**src/rtl/core/rgb2yuv_pkg.sv**
```systemverilog
// shared constants, types and helpers of the rgb to yuv 4:2:0 converter
package rgb2yuv_pkg;

	localparam int MAX_SIDE = 4096;
	localparam int CNT_W    = $clog2(MAX_SIDE);
	localparam int SIDE_W   = CNT_W + 1;
	localparam int CFG_W    = 13;
	localparam int CFG_IDX_W = 1;
	localparam int PIX_W    = 8;
	localparam int FIFO_DEPTH = 4;
	localparam int FIFO_AW  = $clog2(FIFO_DEPTH);

	localparam logic [CFG_IDX_W-1:0] REG_WIDTH  = 1'b0;
	localparam logic [CFG_IDX_W-1:0] REG_HEIGHT = 1'b1;

	localparam logic [CFG_W-1:0] WIDTH_RESET  = 13'd640;
	localparam logic [CFG_W-1:0] HEIGHT_RESET = 13'd480;
	localparam logic [CFG_W-1:0] SIDE_MIN     = 13'd2;
	localparam logic [CFG_W-1:0] SIDE_MAX     = CFG_W'(MAX_SIDE);

	localparam logic [14:0] K_R = 15'd38;
	localparam logic [14:0] K_G = 15'd75;
	localparam logic [14:0] K_B = 15'd15;
	localparam logic signed [15:0] K_U = 16'sd71;
	localparam logic signed [15:0] K_V = 16'sd91;
	localparam logic signed [9:0] CHROMA_OFS = 10'sd128;

	typedef struct packed {
		logic [PIX_W-1:0] red;
		logic [PIX_W-1:0] green;
		logic [PIX_W-1:0] blue;
		logic chroma_valid;
		logic frame_end;
	} pix_item_t;

	// clamp a size register to the supported range
	function automatic logic [SIDE_W-1:0] eff_side(input logic [CFG_W-1:0] reg_val);
		logic [CFG_W-1:0] v;
		begin
			if (reg_val < SIDE_MIN) begin
				v = SIDE_MIN;
			end else if (reg_val > SIDE_MAX) begin
				v = SIDE_MAX;
			end else begin
				v = reg_val;
			end
			return SIDE_W'(v);
		end
	endfunction

	// floor shift by 7, add offset, saturate to a byte
	function automatic logic [PIX_W-1:0] sat_chroma(input logic signed [15:0] prod);
		logic signed [8:0] sh;
		logic signed [9:0] q;
		begin
			sh = prod[15:7];
			q = {sh[8], sh} + CHROMA_OFS;
			if (q < 0) begin
				return '0;
			end else if (q > 10'sd255) begin
				return '1;
			end else begin
				return q[PIX_W-1:0];
			end
		end
	endfunction

endpackage

```
**src/rtl/core/rgb2yuv_if.sv**
```systemverilog
// stream interfaces for pixel input words and yuv result words
interface rgb2yuv_pix_if import rgb2yuv_pkg::*; ();
	logic valid;
	logic ready;
	logic [PIX_W-1:0] red;
	logic [PIX_W-1:0] green;
	logic [PIX_W-1:0] blue;

	modport source (output valid, red, green, blue, input ready);
	modport sink (input valid, red, green, blue, output ready);
endinterface

interface rgb2yuv_yuv_if import rgb2yuv_pkg::*; ();
	logic valid;
	logic ready;
	logic [PIX_W-1:0] luma;
	logic chroma_valid;
	logic [PIX_W-1:0] u_out;
	logic [PIX_W-1:0] v_out;
	logic frame_end;

	modport source (output valid, luma, chroma_valid, u_out, v_out, frame_end, input ready);
	modport sink (input valid, luma, chroma_valid, u_out, v_out, frame_end, output ready);
endinterface

```
**src/rtl/core/rgb2yuv_front.sv**
```systemverilog
// front end: size registers, position counters and chroma/frame-end tagging
module rgb2yuv_front import rgb2yuv_pkg::*; (
	input  logic                 clk,
	input  logic                 arst_n,
	input  logic                 cfg_we,
	input  logic [CFG_IDX_W-1:0] cfg_index,
	input  logic [CFG_W-1:0]     cfg_wdata,
	input  logic                 in_valid,
	output logic                 in_ready,
	input  logic [PIX_W-1:0]     in_red,
	input  logic [PIX_W-1:0]     in_green,
	input  logic [PIX_W-1:0]     in_blue,
	input  logic                 q_full,
	output logic                 q_push,
	output pix_item_t            q_item
);

	logic [CFG_W-1:0]  width_q;
	logic [CFG_W-1:0]  height_q;
	logic [CNT_W-1:0]  col_q;
	logic [CNT_W-1:0]  row_q;
	logic [SIDE_W-1:0] w_eff;
	logic [SIDE_W-1:0] h_eff;
	logic [SIDE_W-1:0] col_inc;
	logic [SIDE_W-1:0] row_inc;
	logic              last_col;
	logic              last_row;

	assign w_eff    = eff_side(width_q);
	assign h_eff    = eff_side(height_q);
	assign col_inc  = {1'b0, col_q} + SIDE_W'(1);
	assign row_inc  = {1'b0, row_q} + SIDE_W'(1);
	assign last_col = col_inc >= w_eff;
	assign last_row = row_inc >= h_eff;

	assign in_ready = !q_full;
	assign q_push   = in_valid && !q_full;

	always_comb begin
		q_item.red          = in_red;
		q_item.green        = in_green;
		q_item.blue         = in_blue;
		q_item.chroma_valid = !col_q[0] && !last_col && !row_q[0] && !last_row;
		q_item.frame_end    = last_col && last_row;
	end

	always_ff @(posedge clk or negedge arst_n) begin
		if (!arst_n) begin
			width_q  <= WIDTH_RESET;
			height_q <= HEIGHT_RESET;
		end else if (cfg_we) begin
			case (cfg_index)
				REG_WIDTH:  width_q <= cfg_wdata;
				REG_HEIGHT: height_q <= cfg_wdata;
				default: ;
			endcase
		end
	end

	always_ff @(posedge clk or negedge arst_n) begin
		if (!arst_n) begin
			col_q <= '0;
			row_q <= '0;
		end else if (q_push) begin
			if (last_col) begin
				col_q <= '0;
				if (last_row) begin
					row_q <= '0;
				end else begin
					row_q <= row_inc[CNT_W-1:0];
				end
			end else begin
				col_q <= col_inc[CNT_W-1:0];
			end
		end
	end

endmodule

```
**src/rtl/core/rgb2yuv_fifo.sv**
```systemverilog
// short word queue between front and back end
module rgb2yuv_fifo import rgb2yuv_pkg::*; (
	input  logic      clk,
	input  logic      arst_n,
	input  logic      push,
	input  pix_item_t push_item,
	output logic      full,
	input  logic      pop,
	output logic      empty,
	output pix_item_t head_item
);

	pix_item_t           mem_q [FIFO_DEPTH];
	logic [FIFO_AW-1:0]  wr_ptr_q;
	logic [FIFO_AW-1:0]  rd_ptr_q;
	logic [FIFO_AW:0]    count_q;

	assign full      = count_q == (FIFO_AW+1)'(FIFO_DEPTH);
	assign empty     = count_q == '0;
	assign head_item = mem_q[rd_ptr_q];

	always_ff @(posedge clk) begin
		if (push) begin
			mem_q[wr_ptr_q] <= push_item;
		end
	end

	always_ff @(posedge clk or negedge arst_n) begin
		if (!arst_n) begin
			wr_ptr_q <= '0;
			rd_ptr_q <= '0;
			count_q  <= '0;
		end else begin
			if (push) begin
				wr_ptr_q <= wr_ptr_q + FIFO_AW'(1);
			end
			if (pop) begin
				rd_ptr_q <= rd_ptr_q + FIFO_AW'(1);
			end
			case ({push, pop})
				2'b10:   count_q <= count_q + (FIFO_AW+1)'(1);
				2'b01:   count_q <= count_q - (FIFO_AW+1)'(1);
				default: count_q <= count_q;
			endcase
		end
	end

endmodule

```
**src/rtl/core/rgb2yuv_back.sv**
```systemverilog
// back end: luma, chroma products and saturation, with output register
module rgb2yuv_back import rgb2yuv_pkg::*; (
	input  logic             clk,
	input  logic             arst_n,
	input  logic             q_empty,
	input  pix_item_t        q_head,
	output logic             q_pop,
	output logic             out_valid,
	input  logic             out_ready,
	output logic [PIX_W-1:0] out_luma,
	output logic             out_chroma_valid,
	output logic [PIX_W-1:0] out_u,
	output logic [PIX_W-1:0] out_v,
	output logic             out_frame_end
);

	logic              valid_s1;
	logic [PIX_W-1:0]  luma_s1;
	logic [PIX_W-1:0]  red_s1;
	logic [PIX_W-1:0]  blue_s1;
	logic              cv_s1;
	logic              fe_s1;

	logic              valid_s2;
	logic [PIX_W-1:0]  luma_s2;
	logic signed [15:0] prod_u_s2;
	logic signed [15:0] prod_v_s2;
	logic              cv_s2;
	logic              fe_s2;

	logic              out_valid_q;
	logic [PIX_W-1:0]  luma_q;
	logic              cv_q;
	logic [PIX_W-1:0]  u_q;
	logic [PIX_W-1:0]  v_q;
	logic              fe_q;

	logic              adv_out;
	logic              adv_s2;
	logic              adv_s1;
	logic [14:0]       luma_sum;
	logic signed [8:0] diff_u;
	logic signed [8:0] diff_v;

	assign adv_out = !out_valid_q || out_ready;
	assign adv_s2  = !valid_s2 || adv_out;
	assign adv_s1  = !valid_s1 || adv_s2;
	assign q_pop   = !q_empty && adv_s1;

	assign luma_sum = 15'(q_head.red) * K_R + 15'(q_head.green) * K_G
		+ 15'(q_head.blue) * K_B;
	assign diff_u = $signed({1'b0, blue_s1}) - $signed({1'b0, luma_s1});
	assign diff_v = $signed({1'b0, red_s1}) - $signed({1'b0, luma_s1});

	always_ff @(posedge clk or negedge arst_n) begin
		if (!arst_n) begin
			valid_s1    <= 1'b0;
			valid_s2    <= 1'b0;
			out_valid_q <= 1'b0;
		end else begin
			if (adv_s1) begin
				valid_s1 <= q_pop;
			end
			if (adv_s2) begin
				valid_s2 <= valid_s1;
			end
			if (adv_out) begin
				out_valid_q <= valid_s2;
			end
		end
	end

	always_ff @(posedge clk) begin
		if (adv_s1) begin
			luma_s1 <= luma_sum[14:7];
			red_s1  <= q_head.red;
			blue_s1 <= q_head.blue;
			cv_s1   <= q_head.chroma_valid;
			fe_s1   <= q_head.frame_end;
		end
		if (adv_s2) begin
			luma_s2   <= luma_s1;
			prod_u_s2 <= K_U * {{7{diff_u[8]}}, diff_u};
			prod_v_s2 <= K_V * {{7{diff_v[8]}}, diff_v};
			cv_s2     <= cv_s1;
			fe_s2     <= fe_s1;
		end
		if (adv_out) begin
			luma_q <= luma_s2;
			cv_q   <= cv_s2;
			u_q    <= cv_s2 ? sat_chroma(prod_u_s2) : '0;
			v_q    <= cv_s2 ? sat_chroma(prod_v_s2) : '0;
			fe_q   <= fe_s2;
		end
	end

	assign out_valid        = out_valid_q;
	assign out_luma         = luma_q;
	assign out_chroma_valid = cv_q;
	assign out_u            = u_q;
	assign out_v            = v_q;
	assign out_frame_end    = fe_q;

endmodule

```
**src/rtl/core/rgb_to_yuv420_converter_unit.sv**
```systemverilog
// top level of the rgb to yuv 4:2:0 converter
//
//  channel   dir  handshake      word
//  pix_in    in   valid/ready    red, green, blue
//  yuv_out   out  valid/ready    luma, chroma_valid, u_out, v_out, frame_end
//  cfg       in   cfg_we         cfg_index, cfg_wdata (width, height)
//
// one pixel per cycle sustained while yuv_out.ready stays high; a taken word is registered in
// turn at the queue write, luma stage, chroma product stage and output register
// arst_n clears counters, queue and pipeline valids; sizes reset to 640 x 480
// a stalled output fills the 4-deep queue before pix_in.ready drops
module rgb_to_yuv420_converter_unit import rgb2yuv_pkg::*; (
	input  logic                 clk,
	input  logic                 arst_n,
	rgb2yuv_pix_if.sink          pix_in,
	rgb2yuv_yuv_if.source        yuv_out,
	input  logic                 cfg_we,
	input  logic [CFG_IDX_W-1:0] cfg_index,
	input  logic [CFG_W-1:0]     cfg_wdata
);

	pix_item_t push_item;
	pix_item_t head_item;
	logic      q_push;
	logic      q_pop;
	logic      q_full;
	logic      q_empty;

	rgb2yuv_front u_front (
		.clk       (clk),
		.arst_n    (arst_n),
		.cfg_we    (cfg_we),
		.cfg_index (cfg_index),
		.cfg_wdata (cfg_wdata),
		.in_valid  (pix_in.valid),
		.in_ready  (pix_in.ready),
		.in_red    (pix_in.red),
		.in_green  (pix_in.green),
		.in_blue   (pix_in.blue),
		.q_full    (q_full),
		.q_push    (q_push),
		.q_item    (push_item)
	);

	rgb2yuv_fifo u_fifo (
		.clk       (clk),
		.arst_n    (arst_n),
		.push      (q_push),
		.push_item (push_item),
		.full      (q_full),
		.pop       (q_pop),
		.empty     (q_empty),
		.head_item (head_item)
	);

	rgb2yuv_back u_back (
		.clk              (clk),
		.arst_n           (arst_n),
		.q_empty          (q_empty),
		.q_head           (head_item),
		.q_pop            (q_pop),
		.out_valid        (yuv_out.valid),
		.out_ready        (yuv_out.ready),
		.out_luma         (yuv_out.luma),
		.out_chroma_valid (yuv_out.chroma_valid),
		.out_u            (yuv_out.u_out),
		.out_v            (yuv_out.v_out),
		.out_frame_end    (yuv_out.frame_end)
	);

endmodule

```
**src/flat_wrapper.sv**
```systemverilog
// flat-port wrapper written by rule: the top's interface ports become plain ports
module rgb_to_yuv420_converter_unit_flat import rgb2yuv_pkg::*;
  (clk, arst_n, cfg_we, cfg_index, cfg_wdata, pix_in_valid, pix_in_red, pix_in_green, pix_in_blue, pix_in_ready, yuv_out_valid, yuv_out_luma, yuv_out_chroma_valid, yuv_out_u_out, yuv_out_v_out, yuv_out_frame_end, yuv_out_ready);
  rgb2yuv_pix_if pix_in_i ();
  rgb2yuv_yuv_if yuv_out_i ();
  input  logic clk;
  input  logic arst_n;
  input  logic cfg_we;
  input  logic [CFG_IDX_W-1:0] cfg_index;
  input  logic [CFG_W-1:0] cfg_wdata;
  input wire logic [$bits(pix_in_i.valid)-1:0] pix_in_valid;
  input wire logic [$bits(pix_in_i.red)-1:0] pix_in_red;
  input wire logic [$bits(pix_in_i.green)-1:0] pix_in_green;
  input wire logic [$bits(pix_in_i.blue)-1:0] pix_in_blue;
  output wire logic [$bits(pix_in_i.ready)-1:0] pix_in_ready;
  output wire logic [$bits(yuv_out_i.valid)-1:0] yuv_out_valid;
  output wire logic [$bits(yuv_out_i.luma)-1:0] yuv_out_luma;
  output wire logic [$bits(yuv_out_i.chroma_valid)-1:0] yuv_out_chroma_valid;
  output wire logic [$bits(yuv_out_i.u_out)-1:0] yuv_out_u_out;
  output wire logic [$bits(yuv_out_i.v_out)-1:0] yuv_out_v_out;
  output wire logic [$bits(yuv_out_i.frame_end)-1:0] yuv_out_frame_end;
  input wire logic [$bits(yuv_out_i.ready)-1:0] yuv_out_ready;
  assign pix_in_i.valid = pix_in_valid;
  assign pix_in_i.red = pix_in_red;
  assign pix_in_i.green = pix_in_green;
  assign pix_in_i.blue = pix_in_blue;
  assign pix_in_ready = pix_in_i.ready;
  assign yuv_out_valid = yuv_out_i.valid;
  assign yuv_out_luma = yuv_out_i.luma;
  assign yuv_out_chroma_valid = yuv_out_i.chroma_valid;
  assign yuv_out_u_out = yuv_out_i.u_out;
  assign yuv_out_v_out = yuv_out_i.v_out;
  assign yuv_out_frame_end = yuv_out_i.frame_end;
  assign yuv_out_i.ready = yuv_out_ready;
  rgb_to_yuv420_converter_unit u_core (.clk(clk), .arst_n(arst_n), .pix_in(pix_in_i), .yuv_out(yuv_out_i), .cfg_we(cfg_we), .cfg_index(cfg_index), .cfg_wdata(cfg_wdata));
endmodule
```
**config.mk**
```make
export PLATFORM = sky130hd
export DESIGN_NAME = rgb_to_yuv420_converter_unit_flat
export DESIGN_NICKNAME = d
export VERILOG_FILES = /design/src/rtl/core/rgb2yuv_pkg.sv /design/src/rtl/core/rgb2yuv_if.sv /design/src/rtl/core/rgb2yuv_front.sv /design/src/rtl/core/rgb2yuv_fifo.sv /design/src/rtl/core/rgb2yuv_back.sv /design/src/rtl/core/rgb_to_yuv420_converter_unit.sv /design/src/flat_wrapper.sv
export SDC_FILE = /design/constraint.sdc
export NUM_CORES = 1
export LEC_CHECK = 0
export BUFFER_PORTS_ARGS = -buffer_cell sky130_fd_sc_hd__buf_4
export CORE_MARGIN = 4
export CORE_UTILIZATION = 48
export CTS_BUF_LIST = sky130_fd_sc_hd__clkbuf_8
export DETAILED_ROUTE_END_ITERATION = 10
export MAX_ROUTING_LAYER = met4
export PLACE_DENSITY = 0.71
export SYNTH_ARGS = -nofsm -noshare
export SYNTH_HDL_FRONTEND = slang
export SYNTH_HIERARCHICAL = 1
export SYNTH_SLANG_ARGS = --single-unit
export TNS_END_PERCENT = 30
```
**constraint.sdc**
```tcl
create_clock -name clk -period 7.9 [get_ports clk]
set_clock_uncertainty 0.2 [all_clocks]
set_input_delay 0.79 -clock clk [delete_from_list [all_inputs] [get_ports clk]]
set_output_delay 0.79 -clock clk [all_outputs]
set_load 0.05 [all_outputs]
```
==> results.sh, run 1 <==
export IMPL_tritoncts="yes"
export IMPL_synth_compound_area_share_pct=6.630
export IMPL_path_buf_inv=3
export IMPL_num_rows=66
export IMPL_grt_total_usage_pct=16.51
export IMPL_synthAdderAreaFrac_pct=25.57
export IMPL_cts_sinks=244
export IMPL_vias=9207
export IMPL_dieArea_um2=35960
export IMPL_setup_viol=0
export IMPL_syn2layout_area_growth_pct=10.87
export IMPL_chipHeight_um=189.6
export IMPL_drt_initial_drc_count=343
export IMPL_syn_avg_cell_area_um2=12.33
export IMPL_grt_max_degree=61
export IMPL_fillers=2739
export IMPL_path_class="register to register"
export IMPL_cp_required_ns=8.00
export IMPL_drv_cap=0
export IMPL_regArea_um2=7034
export IMPL_synthSimpleGateAreaFrac_pct=6.282
export IMPL_synth_largest_area_cell="edfxtp_1"
export IMPL_status="finished clean"
export IMPL_relSlewSlack_pct=19.25
export IMPL_core_area_um2=32540
export IMPL_routed_wl_um=27900
export IMPL_r2r_start="u_core/u_fifo/rd_ptr_q[0]"
export IMPL_multi_input_area_um2=7596
export IMPL_synth_xor_area_share_pct=3.595
export IMPL_clk_pin_slew_ns=0.06
export IMPL_arrival_ns=7.13
export IMPL_numCtsBuffers=43
export IMPL_initial_core_util_pct=48.67
export IMPL_final_area_um2=17560
export IMPL_cp_startpoint="u_core/u_fifo/rd_ptr_q[0]"
export IMPL_ys_seq_elements=244
export IMPL_vias_per_cell=5.015
export IMPL_grt_busiest_layer="met2"
export IMPL_place_area_um2=16660
export IMPL_tightest_slew_ns=1.209
export IMPL_yosysSeqAreaShare_pct=44.43
export IMPL_grt_util_met2_pct=27.28
export IMPL_cp_cell_sequence="mux4_1, ha_1, ha_1, ha_1, a21o_1, a21oi_1, xnor2_1, fa_1, fa_1, inv_1, fa_1, inv_1, fa_1, inv_1, ha_1, a2111oi_0, o21ai_0, a31o_2, a21oi_1, xnor2_1"
export IMPL_synth_top_area_share_pct=34.90
export IMPL_antenna_cells=0
export IMPL_cp_top_family="adder cells"
export IMPL_wl_per_cell_um=15.20
export IMPL_cts_root_buf="clkbuf_8"
export IMPL_yosysWarnings=6
export IMPL_cts_hold_buffers=0
export IMPL_gp_congestion=0.8557
export IMPL_netlist_area_um2=15830
export IMPL_async_flop_share_pct=24.59
export IMPL_period_minus_slack_ns=7.024
export IMPL_cts_max_level=2
export IMPL_drv_slew=0
export IMPL_postSynthCellCount=1284
export IMPL_ys_types=68
export IMPL_synth_top_family_by_area="adder cells"
export IMPL_critPathMaxStageDelay_ns=0.73
export IMPL_layout_nets=1672
export IMPL_hold_violations=0
export IMPL_mappedNetlistNets=1596
export IMPL_ant_nets=0
export IMPL_grt_pass1_vias=9543
export IMPL_grt_pass1_wl_um=47060
export IMPL_cp_max_fo=8
export IMPL_grt_overflow=0
export IMPL_critPathCaptureType="register"
export IMPL_use_met3_pct=3.046
export IMPL_synth_mux_area_share_pct=5.895
export IMPL_ctsLongestPathBuffers=3
export IMPL_final_common_cell="inv_1"
export IMPL_synthFlopType="edfxtp_1"
export IMPL_hp_class="primary input to asynchronous set/reset pin"
export IMPL_ys_top_cells_by_area="edfxtp_1 (35%), ha_1 (14%), fa_1 (12%)"
export IMPL_worst_skew_pair_late_latency_ns=0.56
export IMPL_grt_use_met1_pct=21.30
export IMPL_fin_crit_sh_pct=88.92
export IMPL_rsz0062_at_grt="false"
export IMPL_synth_edff_count=184
export IMPL_antenna_found_initial=0
export IMPL_first_pass_iters=4
export IMPL_post_cts_buffers=0
export IMPL_hpwl_um=21190
export IMPL_drive_above_1_share_pct=15.06
export IMPL_die_width_um=189.6
export IMPL_port_buffers=70
export IMPL_max_freq_mhz=142.4
export IMPL_post_route_util_pct=53.96
export IMPL_final_cell_mix="inv_1 (237), edfxtp_1 (184), ha_1 (178), fa_1 (91), buf_4 (80)"
export IMPL_io_pins=71
export IMPL_worstSetupStartpointType="register"
export IMPL_drc=0
export IMPL_final_setup_tns_ns=0
export IMPL_crit_slowest_cell="mux4_1"
export IMPL_cts_repair_resized=0
[cell type report]
cell class / count / area share [%]
Clock inverter: 35 / 1.661
Clock buffer: 44 / 3.450
Sequential cell: 244 / 40.07
Timing Repair Buffer: 80 / 3.421
Tap cell: 442 / 3.150
Multi-Input combinational cell: 758 / 43.27
Inverter: 233 / 4.982
[path summary, 6_finish.rpt]
check	endpoint	slack, ns	cells after the start
setup / recovery	u_core/u_back/luma_s1[7]	0.88	20
hold / removal	u_core/u_front/col_q[9]	0.10	1
setup reg to reg	u_core/u_back/luma_s1[7]	0.88	20
hold reg to reg	u_core/u_back/out_luma[2]	0.22	0
max in group asynchronous	u_core/u_front/row_q[3]	6.87	1
min in group clk	u_core/u_back/out_luma[2]	0.22	0
[synth_stat cells (14+ instances only)]
library cell and n:
mux2_2 26, o21ai_0 30, inv_1 232, dfrtp_1 54, a21oi_1 54, a21o_1 14
ha_1 178, edfxtp_1 184, nand3_1 14, nand2_1 66, buf_4 24, fa_1 91
mux4_2 18, nor3_1 17, xor2_1 26, xnor2_1 39, clkbuf_1 14, nor2_1 47
[per-layer routing]
| metal | up-vias | part of all wire, % |
|---|---|---|
| met5 | - | 0 |
| met4 | 0 | 2.1 |
| met3 | 46 | 3.9 |
| met2 | 152 | 48 |
| met1 | 4461 | 46 |
| li1 | 4548 | - |
[kinds of logic (layout without fill, tap and decap cells)]
kind of cell / Yosys count / count (layout)
xor gates and xnor gates: 65 / 65
DFF: 244 / 244
muxes: 54 / 54
adders and majority gates: 269 / 269
buffers and inverters: 282 / 392
AOI/OAI and AO/OA: 163 / 163
and+or+nand+nor: 207 / 207
[through the flow]
step	hold WS, ns	setup WS [ns]	cells
final	0.1036	0.8755	1836
after global routing	0.1352	0.6370	1836
after CTS	0.1094	0.9383	1836
after detailed placement	0.2045	0.9646	1757
after global placement	0.2032	1.084	1757
after floorplan	0.2003	1.602	1284
[sequential cells by signal, summed over array words and instances (netlist names), 2 cells and up]
signal,cells
u_core/u_back/luma_s1,8
u_core/u_fifo/count_q,3
u_core/u_fifo/rd_ptr_q,2
u_core/u_back/prod_v_s2,9
u_core/u_back/luma_s2,8
u_core/u_back/out_u,8
u_core/u_back/out_v,8
u_core/u_front/width_q,13
u_core/u_front/col_q,12
u_core/u_back/prod_u_s2,9
u_core/u_fifo/mem_q,104
u_core/u_back/red_s1,8
u_core/u_back/blue_s1,8
u_core/u_fifo/wr_ptr_q,2
u_core/u_front/row_q,12
u_core/u_back/out_luma,8
u_core/u_front/height_q,13
Power of run 1 is left out: the tool's default activity adds up to more than one toggle a clock period on the data nets, which glitch-free logic cannot reach.
==> run 2: changes to the inputs <==
--- a/config.mk
+++ b/config.mk
@@ -11,7 +11,8 @@
 export CTS_BUF_LIST = sky130_fd_sc_hd__clkbuf_8
 export DETAILED_ROUTE_END_ITERATION = 10
 export MAX_ROUTING_LAYER = met4
-export PLACE_DENSITY = 0.71
+export PLACE_DENSITY_LB_ADDON = 0.08
+export SLEW_MARGIN = 25
 export SYNTH_ARGS = -nofsm -noshare
 export SYNTH_HDL_FRONTEND = slang
 export SYNTH_HIERARCHICAL = 1
==> run 2 against run 1 <==
  * Flip-flop and latch count unchanged
  * Register-to-register slack about the same
  * Global-route usage rose by 0.36 points
  * Clock-buffer cell count rose by 3
  * Critical path type unchanged
  * Final cell count about the same
  * Non-clock buffer count decreased by 1
  * First-iteration DRC count down 0.58%
  * Design area fell by 0.13%
  * Routed wire length rose by 1.7%
  * Die area is the same
  * Core utilization fell by 0.069 points
  * Via count fell by 2.2%
==> results.sh, run 2 (synthesis results as in run 1) <==
export IMPL_status="finished clean"
export IMPL_worstSetupStartpointType="register"
export IMPL_met1Wirelength_um=13890
export IMPL_critPathCaptureType="register"
export IMPL_path_class="register to register"
export IMPL_vias=9002
export IMPL_grt_total_usage_pct=16.87
export IMPL_syn2layout_area_growth_pct=10.73
export IMPL_arrival_ns=7.08
export IMPL_grt_pass1_vias=9387
export IMPL_setup_ws_ns=0.8822
export IMPL_period_minus_slack_ns=7.018
export IMPL_cp_max_fo=10
export IMPL_fin_crit_sh_pct=88.83
export IMPL_core_area_um2=32540
export IMPL_io_pins=71
export IMPL_numCtsBuffers=44
export IMPL_antenna_found_initial=0
export IMPL_worstReg2RegEnd="u_core/u_back/luma_s1[7]"
export IMPL_max_freq_mhz=142.5
export IMPL_num_rows=66
export IMPL_ant_nets=0
export IMPL_hp_class="primary input to asynchronous set/reset pin"
export IMPL_reg_largest_list="u_core/u_fifo/mem_q x104, u_core/u_front/height_q x13, u_core/u_front/width_q x13"
export IMPL_wl_per_cell_um=15.46
export IMPL_fin_worst_hold_slack_ns=0.1561
export IMPL_routed_wl_um=28370
export IMPL_grt_max_degree=61
export IMPL_ctsLongestPathBuffers=3
export IMPL_gp_congestion=0.8047
export IMPL_final_cell_mix="inv_1 (251), edfxtp_1 (184), ha_1 (178), fa_1 (91), buf_4 (79)"
export IMPL_setup_viol=0
export IMPL_largest_register_ffs=104
export IMPL_post_cts_buffers=0
export IMPL_hold_violations=0
export IMPL_worst_skew_pair_late_latency_ns=0.53
export IMPL_cts_hold_buffers=0
export IMPL_cts_max_level=2
export IMPL_rsz0062_at_grt="false"
export IMPL_tritoncts="yes"
export IMPL_drc=0
export IMPL_initial_core_util_pct=48.67
export IMPL_port_buffers=70
export IMPL_vias_per_cell=4.906
export IMPL_r2r_start="u_core/u_fifo/rd_ptr_q[0]"
export IMPL_final_common_cell="inv_1"
export IMPL_regMostFlops="u_core/u_fifo/mem_q"
export IMPL_dieArea_um2=35960
export IMPL_chipHeight_um=189.6
export IMPL_cp_required_ns=7.96
export IMPL_die_width_um=189.6
export IMPL_drv_slew=0
export IMPL_top_layer_used="met4"
export IMPL_cts_sinks=244
export IMPL_cts_root_buf="clkbuf_8"
export IMPL_grt_overflow=0
export IMPL_dpl_worst_slack_ns=0.8236
export IMPL_drv_cap=0
export IMPL_grt_pass1_wl_um=47870
export IMPL_drive_above_1_share_pct=14.22
export IMPL_cts_repair_resized=0
export IMPL_r2r_cells=20
export IMPL_first_pass_iters=5
export IMPL_drt_initial_drc_count=341
export IMPL_hpwl_um=21610
export IMPL_final_setup_tns_ns=0
export IMPL_relSlewSlack_pct=32.91
export IMPL_met3WireLength_um=899
export IMPL_wl_met2_um=13030
export IMPL_layout_nets=1672
export IMPL_clk_pin_slew_ns=0.06
export IMPL_r2r_slack_ns=0.88
export IMPL_tightest_slew_ns=1.003
-- run 2: cell count changes in the layout (fill, tap and decap cells not counted), sizes merged --
cell,delta
inv,+13
clkinv,-11
clkinvlp,-6
clkbuf,+3
buf,-1
diode,+1
-- run 2: cell type report --
cell class,count,area [um^2]
sequential,244,7034
inverter,233,874.6
fill,2851,15000
antenna,1,2.502
multi-input combinational,758,7605
clock inverter,31,224.0
timing repair buffer,79,593.1
clock buffer,47,646.9
tap,442,553.0
-- run 2: how the worst max path moves through the flow --
stage / from / end / depth (start not counted)
5_1_grt: u_core/u_fifo/rd_ptr_q[0] / u_core/u_back/luma_s1[7] / 20
2_1_floorplan: u_core/u_fifo/rd_ptr_q[0] / u_core/u_back/luma_s1[7] / 25
4_1_cts: u_core/u_fifo/rd_ptr_q[0] / u_core/u_back/luma_s1[7] / 20
3_3_place_gp: u_core/u_fifo/rd_ptr_q[0] / u_core/u_back/luma_s1[7] / 20
6_report: u_core/u_fifo/rd_ptr_q[0] / u_core/u_back/luma_s1[7] / 20
3_5_place_dp: u_core/u_fifo/rd_ptr_q[0] / u_core/u_back/luma_s1[7] / 20
-- run 2: layer usage --
| metal | track usage [%] | up-vias |
|---|---|---|
| met1 | 23.31 | 4297 |
| met3 | 2.532 | 36 |
| li1 | - | 4551 |
| met4 | 4.062 | 0 |
| met5 | - | - |
| met2 | 26.72 | 118 |
-- run 2: stage by stage --
stage          instance area, um^2  cells  util [%]
5_1_grt                      17530   1834     53.88
2_1_floorplan                15830   1284         -
6_report                     17530   1835     53.89
3_5_place_dp                 16660   1756     51.20
4_1_cts                      17530   1834     53.88
3_3_place_gp                 16660   1756     51.20
-- run 2: worst max-delay path, stage by stage, from the launching register on --
cell,delay [ns]
dfrtp_1,0.68
mux4_1,0.74
ha_1,0.32
ha_1,0.22
fa_1,0.41
a21o_1,0.20
a21oi_1,0.23
xnor2_1,0.19
fa_1,0.47
fa_1,0.51
inv_1,0.05
fa_1,0.47
inv_1,0.06
fa_1,0.52
inv_1,0.04
ha_1,0.21
a2111oi_0,0.44
o21ai_0,0.23
a31o_2,0.29
a21oi_1,0.17
xnor2_1,0.08
Power of run 2 is left out for the same reason.
==> run 3: changes to the inputs <==
--- a/config.mk
+++ b/config.mk
@@ -5,11 +5,11 @@
 export SDC_FILE = /design/constraint.sdc
 export NUM_CORES = 1
 export LEC_CHECK = 0
-export BUFFER_PORTS_ARGS = -buffer_cell sky130_fd_sc_hd__buf_4
 export CORE_MARGIN = 4
 export CORE_UTILIZATION = 48
 export CTS_BUF_LIST = sky130_fd_sc_hd__clkbuf_8
 export DETAILED_ROUTE_END_ITERATION = 10
+export DONT_BUFFER_PORTS = 1
 export MAX_ROUTING_LAYER = met4
 export PLACE_DENSITY_LB_ADDON = 0.08
 export SLEW_MARGIN = 25
==> run 3 against run 2 <==
  * First-iteration DRC count shrank 19%
  * Core utilization shrank 1.6 points
  * Die area is the same
  * Largest cell class unchanged
==> results.sh, run 3 (synthesis results as in run 1) <==
export IMPL_status="finished clean"
export IMPL_grt_overflow=0
export IMPL_dp_cells=1686
export IMPL_post_cts_buffers=0
export IMPL_cp_depth=19
export IMPL_final_cell_mix="inv_1 (240), edfxtp_1 (184), ha_1 (178), fa_1 (91), nand2_1 (66)"
export IMPL_cpMostUsedCell="fa_1"
export IMPL_setup_viol=0
export IMPL_cp_required_ns=8.00
export IMPL_grt_total_usage_pct=17.02
export IMPL_cp_startpoint="u_core/u_fifo/rd_ptr_q[0]"
export IMPL_drive_above_1_share_pct=10.14
export IMPL_gp_congestion=0.8042
export IMPL_final_common_cell="inv_1"
export IMPL_fillers=2862
export IMPL_critPathMaxStageDelay_ns=0.76
export IMPL_cts_repair_resized=0
export IMPL_period_minus_slack_ns=7.043
export IMPL_drc=0
export IMPL_antenna_cells=0
export IMPL_dieArea_um2=35960
export IMPL_worstSetupStartpointType="register"
export IMPL_grt_pass1_vias=9344
export IMPL_critPathCaptureType="register"
export IMPL_ctsLongestPathBuffers=3
export IMPL_cts_root_buf="clkbuf_8"
export IMPL_wl_per_cell_um=16.10
export IMPL_die_width_um=189.6
export IMPL_first_pass_iters=4
export IMPL_r2r_start="u_core/u_fifo/rd_ptr_q[0]"
export IMPL_cts_max_level=2
export IMPL_cts_sinks=244
export IMPL_ant_nets=0
export IMPL_max_freq_mhz=142.0
export IMPL_hold_violations=0
export IMPL_cp_cell_sequence="mux4_1, ha_1, fa_1, ha_1, a21oi_1, xnor2_1, fa_1, fa_1, inv_1, fa_1, inv_1, fa_1, inv_1, ha_1, a2111oi_0, o21ai_0, a31o_2, a21oi_1, xnor2_1"
export IMPL_vias_per_cell=4.979
export IMPL_tightest_slew_ns=0.9480
export IMPL_rsz0062_at_grt="false"
export IMPL_crit_end="u_core/u_back/luma_s1[7]"
export IMPL_drv_slew=0
export IMPL_fin_cells=1763
export IMPL_cts_hold_buffers=2
export IMPL_port_buffers=0
export IMPL_initial_core_util_pct=48.67
export IMPL_fin_crit_sh_pct=89.15
export IMPL_io_pins=71
export IMPL_cp_top_family="adder cells"
export IMPL_syn2layout_area_growth_pct=7.539
export IMPL_drv_cap=0
export IMPL_grt_pass1_wl_um=47960
export IMPL_hpwl_um=21360
export IMPL_r2r_slack_ns=0.86
export IMPL_path_buf_inv=3
export IMPL_relSlewSlack_pct=36.60
export IMPL_clk_pin_slew_ns=0.06
export IMPL_largest_register_ffs=104
export IMPL_final_setup_tns_ns=0
export IMPL_crit_slowest_cell="mux4_1"
export IMPL_antenna_found_initial=0
export IMPL_grt_max_degree=61
export IMPL_num_rows=66
export IMPL_hp_class="primary input to register"
export IMPL_r2r_cells=19
export IMPL_vias=8778
export IMPL_path_class="register to register"
export IMPL_regMostFlops="u_core/u_fifo/mem_q"
export IMPL_core_area_um2=32540
export IMPL_routed_wl_um=28380
export IMPL_arrival_ns=7.14
export IMPL_reg_largest_list="u_core/u_fifo/mem_q x104, u_core/u_front/height_q x13, u_core/u_front/width_q x13"
export IMPL_chipHeight_um=189.6
export IMPL_cp_max_fo=10
export IMPL_tritoncts="yes"
export IMPL_numCtsBuffers=43
export IMPL_worstReg2RegEnd="u_core/u_back/luma_s1[7]"
export IMPL_layout_nets=1603
export IMPL_worst_skew_pair_late_latency_ns=0.55
export IMPL_drt_initial_drc_count=275
-- run 3: worst min path at each step --
stage | cells past startpoint | slack, ns | startpoint | end
global route | 0 | 0.1 | pix_in_green[5] | u_core/u_fifo/mem_q[1][15]
finish | 0 | 0.14 | pix_in_red[2] | u_core/u_fifo/mem_q[2][20]
global placement | 0 | 0.20 | u_core/u_back/luma_s2[4] | u_core/u_back/out_luma[4]
CTS | 0 | 0.1 | pix_in_blue[0] | u_core/u_fifo/mem_q[0][2]
detailed placement | 0 | 0.21 | u_core/u_back/luma_s2[5] | u_core/u_back/out_luma[5]
floorplan | 0 | 0.20 | u_core/u_back/cv_s1 | u_core/u_back/cv_s2
-- run 3: cell type report --
| type | count | area (um^2) | share of cell area [%] |
|---|---|---|---|
| tap | 442 | 553.0 | 3.248 |
| inverter | 233 | 874.6 | 5.136 |
| clock buffer | 48 | 660.6 | 3.880 |
| sequential | 244 | 7034 | 41.31 |
| clock inverter | 27 | 195.2 | 1.146 |
| timing repair buffer | 11 | 105.1 | 0.6172 |
| multi-input combinational | 758 | 7605 | 44.66 |
-- run 3: worst register-to-register path: stages (launching register included) --
cell       delay, ns
dfrtp_1         0.68
mux4_1          0.77
ha_1            0.35
fa_1            0.46
ha_1            0.32
a21oi_1         0.24
xnor2_1         0.20
fa_1            0.48
fa_1            0.51
inv_1           0.05
fa_1            0.47
inv_1           0.05
fa_1            0.52
inv_1           0.04
ha_1            0.21
a2111oi_0       0.50
o21ai_0         0.22
a31o_2          0.29
a21oi_1         0.17
xnor2_1         0.08
-- run 3: routing by layer --
layer | GRT usage [%] | vias up | part of all wire [%]
met3 | 3.229 | 47 | 3.5
met2 | 26.34 | 119 | 45
met5 | - | - | 0
met1 | 23.51 | 4207 | 49
li1 | - | 4405 | -
met4 | 4.341 | 0 | 2.0
-- run 3: stage by stage --
step           hold slack (ns)  worst slack [ns]  utilization [%]  cell area [um^2]
3_5_place_dp            0.2063            0.8053            49.59             16130
3_3_place_gp            0.2038            0.9253            49.58             16130
5_1_grt                0.09695            0.3232            52.33             17030
2_1_floorplan           0.2003             1.602                -             15830
6_report                0.1367            0.8568            52.33             17030
4_1_cts                0.09726            0.8147            52.33             17030
Power of run 3 is left out for the same reason.
